**src/sv/rss_pkg.sv**
```systemverilog
// Reservation station scheduler package: widths, class codes, opcode decode.
// Used by rss_cell, rss_class and reservation_station_scheduler.
package rss_pkg;

  localparam int SLOTS     = 8;   // cells per class row (upper bound of station count)
  localparam int SLOT_W    = 3;
  localparam int CNT_W     = 4;
  localparam int TAG_W     = 5;
  localparam int RETIRED_W = 32;
  localparam int REG_COUNT = 8;
  localparam int REG_W     = 3;
  localparam int NCLASS    = 3;

  localparam logic [CNT_W-1:0] INT_STATIONS = 4'd4;
  localparam logic [CNT_W-1:0] DIV_STATIONS = 4'd4;
  localparam logic [CNT_W-1:0] MUL_STATIONS = 4'd4;

  typedef enum logic [1:0] {
    CLS_NONE = 2'd0,
    CLS_INT  = 2'd1,
    CLS_DIV  = 2'd2,
    CLS_MUL  = 2'd3
  } cls_e;

  typedef enum logic [2:0] {
    CFG_INT_UNITS = 3'd0,
    CFG_INT_LAT   = 3'd1,
    CFG_DIV_UNITS = 3'd2,
    CFG_DIV_LAT   = 3'd3,
    CFG_MUL_UNITS = 3'd4,
    CFG_MUL_LAT   = 3'd5
  } cfg_idx_e;

  localparam logic [4:0] OP_ADD0 = 5'h00;
  localparam logic [4:0] OP_ADD1 = 5'h01;
  localparam logic [4:0] OP_ADD2 = 5'h02;
  localparam logic [4:0] OP_ADD3 = 5'h03;
  localparam logic [4:0] OP_LI0  = 5'h10;
  localparam logic [4:0] OP_LI1  = 5'h11;
  localparam logic [4:0] OP_LI2  = 5'h12;
  localparam logic [4:0] OP_NOD0 = 5'h0E;
  localparam logic [4:0] OP_NOD1 = 5'h0D;
  localparam logic [4:0] OP_DIV0 = 5'h04;
  localparam logic [4:0] OP_DIV1 = 5'h07;
  localparam logic [4:0] OP_DIV2 = 5'h06;
  localparam logic [4:0] OP_MUL  = 5'h05;

  typedef struct packed {
    cls_e cls;
    logic srcs;
    logic dst;
  } dec_t;

  typedef struct packed {
    logic             wait_i;
    logic             wait_j;
    logic [TAG_W-1:0] tag_i;
    logic [TAG_W-1:0] tag_j;
  } iss_t;

  typedef struct packed {
    logic live;   // valid after retirement
    logic cand;   // read done, sources ready, waiting for a unit
    logic gone;   // retires this cycle
  } cell_stat_t;

  function automatic dec_t decode(input logic [4:0] op);
    dec_t d;
    d = '{cls: CLS_NONE, srcs: 1'b0, dst: 1'b0};
    unique case (op)
      OP_ADD0, OP_ADD1, OP_ADD2, OP_ADD3: d = '{cls: CLS_INT, srcs: 1'b1, dst: 1'b1};
      OP_LI0, OP_LI1, OP_LI2:             d = '{cls: CLS_INT, srcs: 1'b0, dst: 1'b1};
      OP_NOD0, OP_NOD1:                   d = '{cls: CLS_INT, srcs: 1'b0, dst: 1'b0};
      OP_DIV0, OP_DIV1, OP_DIV2:          d = '{cls: CLS_DIV, srcs: 1'b1, dst: 1'b1};
      OP_MUL:                             d = '{cls: CLS_MUL, srcs: 1'b1, dst: 1'b1};
      default:                            d = '{cls: CLS_NONE, srcs: 1'b0, dst: 1'b0};
    endcase
    return d;
  endfunction

endpackage

```
**src/sv/reservation_station_scheduler.sv**
```systemverilog
// Tomasulo-style reservation station scheduler. One request models one machine
// cycle: retire, wake/start and issue all complete in that single clock, so a
// request is taken every cycle the result register is free or being drained.
// Each class is a row of station cells; a status table maps each of 8 registers
// to its pending producer. Config writes go straight in.
// Depends on rss_pkg, rss_class.
module reservation_station_scheduler import rss_pkg::*; (
  input  logic        clk_i,
  input  logic        rst_ni,
  input  logic        cfg_we_i,
  input  logic [2:0]  cfg_idx_i,
  input  logic [7:0]  cfg_data_i,
  input  logic        s_axis_tvalid,
  output logic        s_axis_tready,
  input  logic [23:0] s_axis_tdata,  // instr_valid, instruction[16], zero pad
  output logic        m_axis_tvalid,
  input  logic        m_axis_tready,
  output logic [23:0] m_axis_tdata   // stalled, issued_class[2], int_done[3],
                                     // div_done[3], mul_done[3], freed_registers[8],
                                     // all_idle, zero pad
);

  logic [3:0] units_q [NCLASS];
  logic [7:0] lat_q   [NCLASS];
  logic [CNT_W-1:0] occ_q [NCLASS], occ_d [NCLASS];
  logic [CNT_W-1:0] busy_q [NCLASS], busy_d [NCLASS];
  logic [TAG_W-1:0] prod_q [REG_COUNT], prod_d [REG_COUNT];
  logic [CNT_W-1:0] cap [NCLASS];
  logic        out_vld_q;
  logic [20:0] out_q, out_d;
  logic        step;

  logic [SLOTS-1:0] gone [NCLASS];
  logic [NCLASS-1:0] found, live, do_issue;
  logic [CNT_W-1:0] starts [NCLASS];
  logic [SLOT_W-1:0] pick [NCLASS];
  logic [RETIRED_W-1:0] retired;
  logic [2:0] done [NCLASS];
  logic [REG_COUNT-1:0] freed;
  logic [TAG_W-1:0] prod_r [REG_COUNT];
  iss_t iss;
  dec_t dec;
  logic [1:0] cidx;
  logic offered, stalled;
  logic [15:0] ins;

  assign cap[0] = INT_STATIONS;
  assign cap[1] = DIV_STATIONS;
  assign cap[2] = MUL_STATIONS;

  assign s_axis_tready = ~out_vld_q | m_axis_tready;
  assign step          = s_axis_tvalid & s_axis_tready;
  assign m_axis_tvalid = out_vld_q;
  assign m_axis_tdata  = {3'b0, out_q};

  assign offered = s_axis_tdata[0];
  assign ins     = s_axis_tdata[16:1];
  assign dec     = decode(ins[15:11]);
  assign cidx    = 2'(dec.cls) - 2'd1;

  always_comb begin
    retired = '0;
    for (int c = 0; c < NCLASS; c++) begin
      logic [CNT_W-1:0] n;
      n = '0;
      for (int i = 0; i < SLOTS; i++) begin
        retired[c*SLOTS+i] = gone[c][i];
        n = n + {3'b0, gone[c][i]};
      end
      done[c] = (n > 4'd7) ? 3'd7 : n[2:0];
    end
    // retirement clears mappings that still name a retiring tag
    for (int r = 0; r < REG_COUNT; r++) begin
      freed[r]  = (prod_q[r] != '0) && retired[prod_q[r] - 5'd1];
      prod_r[r] = freed[r] ? '0 : prod_q[r];
    end
  end

  always_comb begin
    logic [TAG_W-1:0] pi, pj;
    pi = prod_r[ins[7:5]];
    pj = prod_r[ins[4:2]];
    iss = '{wait_i: dec.srcs & (pi != '0), wait_j: dec.srcs & (pj != '0),
            tag_i: (dec.srcs && pi != '0) ? pi - 5'd1 : '0,
            tag_j: (dec.srcs && pj != '0) ? pj - 5'd1 : '0};
    stalled  = 1'b0;
    do_issue = '0;
    if (offered && dec.cls != CLS_NONE) begin
      if (occ_q[cidx] >= cap[cidx] || !found[cidx]) stalled = 1'b1;
      else do_issue[cidx] = 1'b1;
    end
  end

  for (genvar g = 0; g < NCLASS; g++) begin : g_row
    rss_class u_row (
      .clk_i      (clk_i),
      .rst_ni     (rst_ni),
      .step_i     (step),
      .cap_i      (cap[g]),
      .units_i    (units_q[g]),
      .lat_i      (lat_q[g]),
      .busy_i     (busy_q[g]),
      .retired_i  (retired),
      .do_issue_i (do_issue[g]),
      .iss_i      (iss),
      .gone_o     (gone[g]),
      .found_o    (found[g]),
      .any_live_o (live[g]),
      .starts_o   (starts[g]),
      .slot_o     (pick[g])
    );
  end

  always_comb begin
    logic [CNT_W-1:0] busy_s;
    busy_s = '0;
    for (int r = 0; r < REG_COUNT; r++) prod_d[r] = prod_r[r];
    for (int c = 0; c < NCLASS; c++) begin
      occ_d[c]  = ((occ_q[c] + {3'b0, do_issue[c]}) >= {1'b0, done[c]}) ?
                  occ_q[c] + {3'b0, do_issue[c]} - {1'b0, done[c]} : '0;
      // a retiring entry holds its unit until the end of the cycle
      busy_s    = busy_q[c] + starts[c];
      busy_d[c] = (busy_s >= {1'b0, done[c]}) ? busy_s - {1'b0, done[c]} : '0;
      if (do_issue[c] && dec.dst)
        prod_d[ins[10:8]] = TAG_W'(c * SLOTS) + {2'b0, pick[c]} + 5'd1;
    end
    out_d = {~|live, freed, done[2], done[1], done[0],
             (do_issue != '0) ? dec.cls : CLS_NONE, stalled};
  end

  always_ff @(posedge clk_i or negedge rst_ni) begin
    if (!rst_ni) begin
      units_q[0] <= 4'd1; lat_q[0] <= 8'd1;
      units_q[1] <= 4'd1; lat_q[1] <= 8'd8;
      units_q[2] <= 4'd1; lat_q[2] <= 8'd4;
    end else if (cfg_we_i) begin
      unique case (cfg_idx_i)
        CFG_INT_UNITS: units_q[0] <= cfg_data_i[3:0];
        CFG_INT_LAT:   lat_q[0]   <= cfg_data_i;
        CFG_DIV_UNITS: units_q[1] <= cfg_data_i[3:0];
        CFG_DIV_LAT:   lat_q[1]   <= cfg_data_i;
        CFG_MUL_UNITS: units_q[2] <= cfg_data_i[3:0];
        CFG_MUL_LAT:   lat_q[2]   <= cfg_data_i;
        default: ;
      endcase
    end
  end

  always_ff @(posedge clk_i or negedge rst_ni) begin
    if (!rst_ni) begin
      out_vld_q <= 1'b0;
      for (int c = 0; c < NCLASS; c++) begin
        occ_q[c] <= '0; busy_q[c] <= '0;
      end
      for (int r = 0; r < REG_COUNT; r++) prod_q[r] <= '0;
    end else begin
      if (step) out_vld_q <= 1'b1;
      else if (m_axis_tready) out_vld_q <= 1'b0;
      if (step) begin
        for (int c = 0; c < NCLASS; c++) begin
          occ_q[c]  <= occ_d[c];
          busy_q[c] <= busy_d[c];
        end
        for (int r = 0; r < REG_COUNT; r++) prod_q[r] <= prod_d[r];
      end
    end
  end

  always_ff @(posedge clk_i) begin
    if (step) out_q <= out_d;
  end

endmodule

```
**src/sv/rss_cell.sv**
```systemverilog
// One reservation station slot: wait flags, read/run state, latency count, age rank.
// Depends on rss_pkg.
module rss_cell import rss_pkg::*; (
  input  logic                 clk_i,
  input  logic                 rst_ni,
  input  logic                 step_i,
  input  logic                 en_i,
  input  logic [RETIRED_W-1:0] retired_i,
  input  logic [7:0]           lat_i,
  input  logic                 start_i,
  input  logic [SLOT_W-1:0]    newrank_i,
  input  logic                 do_issue_i,
  input  iss_t                 iss_i,
  input  logic [SLOT_W-1:0]    issue_rank_i,
  input  logic                 free_i,
  input  logic [CNT_W-1:0]     cnt_i,
  output logic                 free_o,
  output logic [CNT_W-1:0]     cnt_o,
  output cell_stat_t           stat_o,
  output logic [SLOT_W-1:0]    rank_o
);

  logic valid_q, valid_d, read_q, read_d, run_q, run_d;
  logic wi_q, wi_d, wj_q, wj_d;
  logic [TAG_W-1:0] ti_q, ti_d, tj_q, tj_d;
  logic [7:0] rem_q, rem_d;
  logic [SLOT_W-1:0] rank_q, rank_d;
  logic gone, live, wi1, wj1, rdy, take;

  always_comb begin
    gone = valid_q & run_q & (rem_q == 8'd0);
    live = valid_q & ~gone;
    wi1  = wi_q & ~retired_i[ti_q];
    wj1  = wj_q & ~retired_i[tj_q];
    rdy  = ~wi1 & ~wj1;
    take = free_i & en_i & ~live;
  end

  assign free_o = free_i & ~take;
  assign cnt_o  = cnt_i + {{(CNT_W-1){1'b0}}, live};
  assign stat_o = '{live: live, cand: live & rdy & ~run_q & read_q, gone: gone};
  assign rank_o = rank_q;

  always_comb begin
    valid_d = valid_q; read_d = read_q; run_d = run_q;
    wi_d = wi_q; wj_d = wj_q; ti_d = ti_q; tj_d = tj_q;
    rem_d = rem_q; rank_d = rank_q;
    if (do_issue_i && take) begin
      valid_d = 1'b1; read_d = 1'b0; run_d = 1'b0;
      wi_d = iss_i.wait_i; wj_d = iss_i.wait_j;
      ti_d = iss_i.tag_i;  tj_d = iss_i.tag_j;
      rem_d = lat_i; rank_d = issue_rank_i;
    end else if (live) begin
      wi_d = wi1; wj_d = wj1; rank_d = newrank_i;
      if (rdy && !run_q) begin
        if (read_q && start_i) begin
          run_d = 1'b1;
          rem_d = rem_q - 8'd1;
        end else if (!read_q) begin
          read_d = 1'b1;
        end
      end else if (run_q) begin
        rem_d = rem_q - 8'd1;
      end
    end else begin
      valid_d = 1'b0; rank_d = '0;
    end
  end

  always_ff @(posedge clk_i or negedge rst_ni) begin
    if (!rst_ni) begin
      valid_q <= 1'b0; read_q <= 1'b0; run_q <= 1'b0;
      wi_q <= 1'b0; wj_q <= 1'b0; rank_q <= '0;
    end else if (step_i) begin
      valid_q <= valid_d; read_q <= read_d; run_q <= run_d;
      wi_q <= wi_d; wj_q <= wj_d; rank_q <= rank_d;
    end
  end

  always_ff @(posedge clk_i) begin
    if (step_i) begin
      ti_q <= ti_d; tj_q <= tj_d; rem_q <= rem_d;
    end
  end

endmodule

```
**src/sv/rss_class.sv**
```systemverilog
// Row of station cells for one unit class: age compaction, oldest-first start, slot pick.
// Depends on rss_pkg and rss_cell.
module rss_class import rss_pkg::*; (
  input  logic                 clk_i,
  input  logic                 rst_ni,
  input  logic                 step_i,
  input  logic [CNT_W-1:0]     cap_i,
  input  logic [3:0]           units_i,
  input  logic [7:0]           lat_i,
  input  logic [CNT_W-1:0]     busy_i,
  input  logic [RETIRED_W-1:0] retired_i,
  input  logic                 do_issue_i,
  input  iss_t                 iss_i,
  output logic [SLOTS-1:0]     gone_o,
  output logic                 found_o,
  output logic                 any_live_o,
  output logic [CNT_W-1:0]     starts_o,
  output logic [SLOT_W-1:0]    slot_o
);

  logic [SLOTS:0]            free_c;
  logic [CNT_W-1:0]          cnt_c [SLOTS+1];
  cell_stat_t                stat [SLOTS];
  logic [SLOT_W-1:0]         rank [SLOTS];
  logic [SLOT_W-1:0]         newrank [SLOTS];
  logic [SLOTS-1:0]          start;

  assign free_c[0] = 1'b1;
  assign cnt_c[0]  = '0;

  // a candidate starts if the free units outnumber the older candidates
  always_comb begin
    for (int i = 0; i < SLOTS; i++) begin
      logic [SLOT_W-1:0] nr, oc;
      nr = '0; oc = '0;
      for (int k = 0; k < SLOTS; k++) begin
        if (stat[k].live && rank[k] < rank[i]) nr = nr + 1'b1;
        if (stat[k].cand && rank[k] < rank[i]) oc = oc + 1'b1;
      end
      newrank[i] = nr;
      start[i] = stat[i].cand &&
                 ({1'b0, busy_i} + {2'b0, oc}) < {1'b0, units_i};
      gone_o[i] = stat[i].gone;
    end
  end

  // start count and the cell that takes an issued request
  always_comb begin
    starts_o = '0;
    slot_o   = '0;
    for (int i = 0; i < SLOTS; i++) begin
      starts_o = starts_o + {{(CNT_W-1){1'b0}}, start[i]};
      if (free_c[i] && !free_c[i+1]) slot_o = SLOT_W'(i);
    end
  end

  for (genvar g = 0; g < SLOTS; g++) begin : g_cell
    rss_cell u_cell (
      .clk_i        (clk_i),
      .rst_ni       (rst_ni),
      .step_i       (step_i),
      .en_i         (CNT_W'(g) < cap_i),
      .retired_i    (retired_i),
      .lat_i        (lat_i),
      .start_i      (start[g]),
      .newrank_i    (newrank[g]),
      .do_issue_i   (do_issue_i),
      .iss_i        (iss_i),
      .issue_rank_i (cnt_c[SLOTS][SLOT_W-1:0]),
      .free_i       (free_c[g]),
      .cnt_i        (cnt_c[g]),
      .free_o       (free_c[g+1]),
      .cnt_o        (cnt_c[g+1]),
      .stat_o       (stat[g]),
      .rank_o       (rank[g])
    );
  end

  assign found_o    = ~free_c[SLOTS];
  assign any_live_o = (cnt_c[SLOTS] != '0) | do_issue_i;

endmodule

```
**config.mk**
```make
export PLATFORM = sky130hd
export DESIGN_NAME = reservation_station_scheduler
export DESIGN_NICKNAME = d
export VERILOG_FILES = /design/src/sv/rss_pkg.sv /design/src/sv/reservation_station_scheduler.sv /design/src/sv/rss_cell.sv /design/src/sv/rss_class.sv
export SDC_FILE = /design/constraint.sdc
export NUM_CORES = 1
export LEC_CHECK = 0
export BUFFER_PORTS_ARGS = -buffer_cell sky130_fd_sc_hd__buf_4
export CORE_MARGIN = 1
export CORE_UTILIZATION = 35
export DETAILED_ROUTE_END_ITERATION = 8
export GPL_ROUTABILITY_DRIVEN = 0
export GPL_TIMING_DRIVEN = 0
export PLACE_DENSITY = 0.48
export RECOVER_POWER = 100
export SYNTH_ARGS = -nofsm -noshare
export SYNTH_HDL_FRONTEND = slang
export SYNTH_SLANG_ARGS = --single-unit
export TNS_END_PERCENT = 10
```
**constraint.sdc**
```tcl
create_clock -name clk_i -period 20.3 [get_ports clk_i]
set_clock_uncertainty 0.05 [all_clocks]
set_input_delay 4.06 -clock clk_i [delete_from_list [all_inputs] [get_ports clk_i]]
set_output_delay 4.06 -clock clk_i [all_outputs]
set_load 0.005 [all_outputs]
```
==> out/metrics.cfg <==
[drt]
wl_met2_mm = 57.3
routed-wl-met3_mm = 11.9
wirelength_mm = 132
wl_met1_mm = 57.0
drc = 0
via_count = 28054
routed.top_layer = met5
via_per_inst = 5.95
drtIter0Drc = 3098
ant_nets = 0
drt-pass1-iter-count = 8
wl_per_cell_um = 27.9

[floorplanning]
core_area_sq_um = 90600
num_io_pins = 66
dieWidth_um = 305
start_util_pct = 35.5
fp-row-count = 110
die_area_sq_um = 93100
die_h_um = 305

[critical_path]
worst_setup_path_end_kind = register
cp.arrival_ps = 10850
path_max_fanout = 15
worstPathRequired_ps = 20520
timing_worst_setup_path_type = in -> reg
worstSetupStartpointType = primary input

[timing]
period_needed_ps = 10630
rsz0062_at_grt = false
clock.fmax_mhz = 94.1
max-slew-margin-rel_pct = -242
setup_viol = 0
setup_slack_ps = 9670
finalHoldViolCount = 0
fin_tns_setup_ps = 0
report.final.slew_viol_count = 254
min_period_over_period_pct = 52.4
worst_pin_slew_ps = 5130

[power_and_ir_drop]
power_density_nw_per_um2 = 82.1
p_leak_nw = 14.5
peakVddDrop_mv = 0.0690
p_total_mw = 2.94

[worst_hold_path]
hold_path.class = reg -> reg

[clocking]
clock_sinks = 434
cts_setup_buffers = 0
post_cts_resized = 0
cts.hold.buffers_added = 0
cts_buffers = 55
clock_path_buffers = 3
clkSlewWorstSetupHoldPaths_ps = 60
cts_tree = built
htree_levels = 2
root_buffer = clkbuf_16
clk_latency_ps = 680

[synth]
synth_seq_cells = 434
syn_inst = 3365
synth_edf_count = 237
synth_top_area_share_pct = 22.1
yosys.area.top_type = edfxtp_1
synth.area.top_cells = edfxtp_1 22%, dfrtp_1 15%, ha_1 10%, mux4_2 5.3%, a21oi_1 3.8%
ys_seq_area_share_pct = 37.5
synth_area_sq_um = 32100
async_flop_share_pct = 45.4
ys.warnings.count = 0
syn-mean-instance-area_sq_um = 9.55
synth-main-ff-cell = edfxtp_1
yosysUniqueCellTypes = 102

[final_layout]
final_cell_mix = 305 x inv_1, 270 x nor2_1, 269 x ha_1
drive_above_1_share_pct = 8.19
syn2layout_area_growth_pct = 11.5
nets = 3832
layout.cells.non_filler = 4717
final_common_cell = inv_1

[global_route]
antenna_found_initial = 4
grt_pass1_wl_mm = 190
grt_pass1_vias = 26682
grt_max_degree = 85
grt_use_total_pct = 27.8
grt-ovfl-total = 0

[flow_run]
drv_cap = 6

[placement]
hpwl_mm = 100
place_inst = 4611
port_buffers = 52
post-place-ws_ps = 10060

[outcome]
status = finished, violations left
violations = max-capacitance violations, max-slew violations

[sequential cells by signal, indices dropped and copies added, names as in the netlist]
signal	count
g_row.u_row.g_cell.u_cell.valid_q	12
occ_q	12
g_row.u_row.g_cell.u_cell.wi_q	12
g_row.u_row.g_cell.u_cell.rank_o	36
lat_q	24
g_row.u_row.g_cell.u_cell.tj_q	60
out_q	21
units_q	12
m_axis_tvalid	1
g_row.u_row.g_cell.u_cell.ti_q	60
g_row.u_row.g_cell.u_cell.wj_q	12
g_row.u_row.g_cell.u_cell.rem_q	96
g_row.u_row.g_cell.u_cell.run_q	12
prod_q	40
busy_q	12
g_row.u_row.g_cell.u_cell.read_q	12
[metrics by stage]
stage	utilization [%]	hold slack, ps	cell area (sq um)
6_report	39.6	434	35800
3_5_place_dp	37.9	424	34300
4_1_cts	39.9	435	36100
3_3_place_gp	37.6	418	34000
2_1_floorplan	-	398	32200
5_1_grt	39.6	457	35800
[final timing paths]
| kind | from | to | slack (ps) | depth (start not counted) |
|---|---|---|---|---|
| max in group asynchronous | rst_ni | g_row[2].u_row.g_cell[0].u_cell.wi_q | 9740 | 2 |
| max reg2reg | g_row[0].u_row.g_cell[2].u_cell.rem_q[5] | busy_q[3] | 9930 | 33 |
| min reg2reg | occ_q[3] | occ_q[3] | 430 | 1 |
| min in group asynchronous | rst_ni | units_q[3] | 4380 | 1 |
| max | s_axis_tdata[15] | g_row[0].u_row.g_cell[2].u_cell.rem_q[2] | 9670 | 16 |
| min | occ_q[3] | occ_q[3] | 430 | 1 |
[critical path: stages]
cell and delay [ps]:
clkbuf_1 120, nor2_1 1100, nand2_1 470, ha_1 470, o21ai_0 290, ha_1 280, nor2_1 110, o31ai_1 170
nor3_1 590, nand2_1 260, inv_1 140, clkbuf_1 580, nand3_1 460, nor2_1 250, clkbuf_1 900, a311o_1 570
[metal layers]
layer,vias up,GRT usage [%]
met2,1301,42.7
met4,2,10.3
met1,13848,38.2
met5,-,0
met3,252,6.22
li1,12651,-
[Yosys cell counts, drive strengths merged (72+ instances only)]
cell type	instances
xnor2	102
nand2	261
nand3	72
clkbuf	133
edfxtp	237
ha	269
a21oi	244
o21ai	236
nor2	270
inv	309
mux4	76
dfrtp	191
[power breakdown]
group	switching [mW]	leakage (nW)	internal, mW
clock network	0.429	0.895	0.586
registers	0.104	4.60	1.02
logic	0.509	8.96	0.292
total	1.04	14.5	1.90
[final cells by class]
class	instances	area, sq um
clock inverter	19	238
buffer	158	621
multi-input combinational	2456	18200
timing repair buffer	69	433
fill	9232	54700
sequential	434	12100
tap	1176	1470
inverter	319	1200
antenna	1	2.50
clock buffer	85	1610
[kinds of logic after synthesis]
group	count (synthesis)	share of synthesized area, %
simple gates	988	15.3
compound gates	863	17.1
buf+inv	477	5.73
flops	434	37.5
fa+ha+maj	299	12.3
mux	158	8.03
xor+xnor	145	3.95
other cells	1	0.0117
No activity file was read; power rests on OpenSTA's default activity.
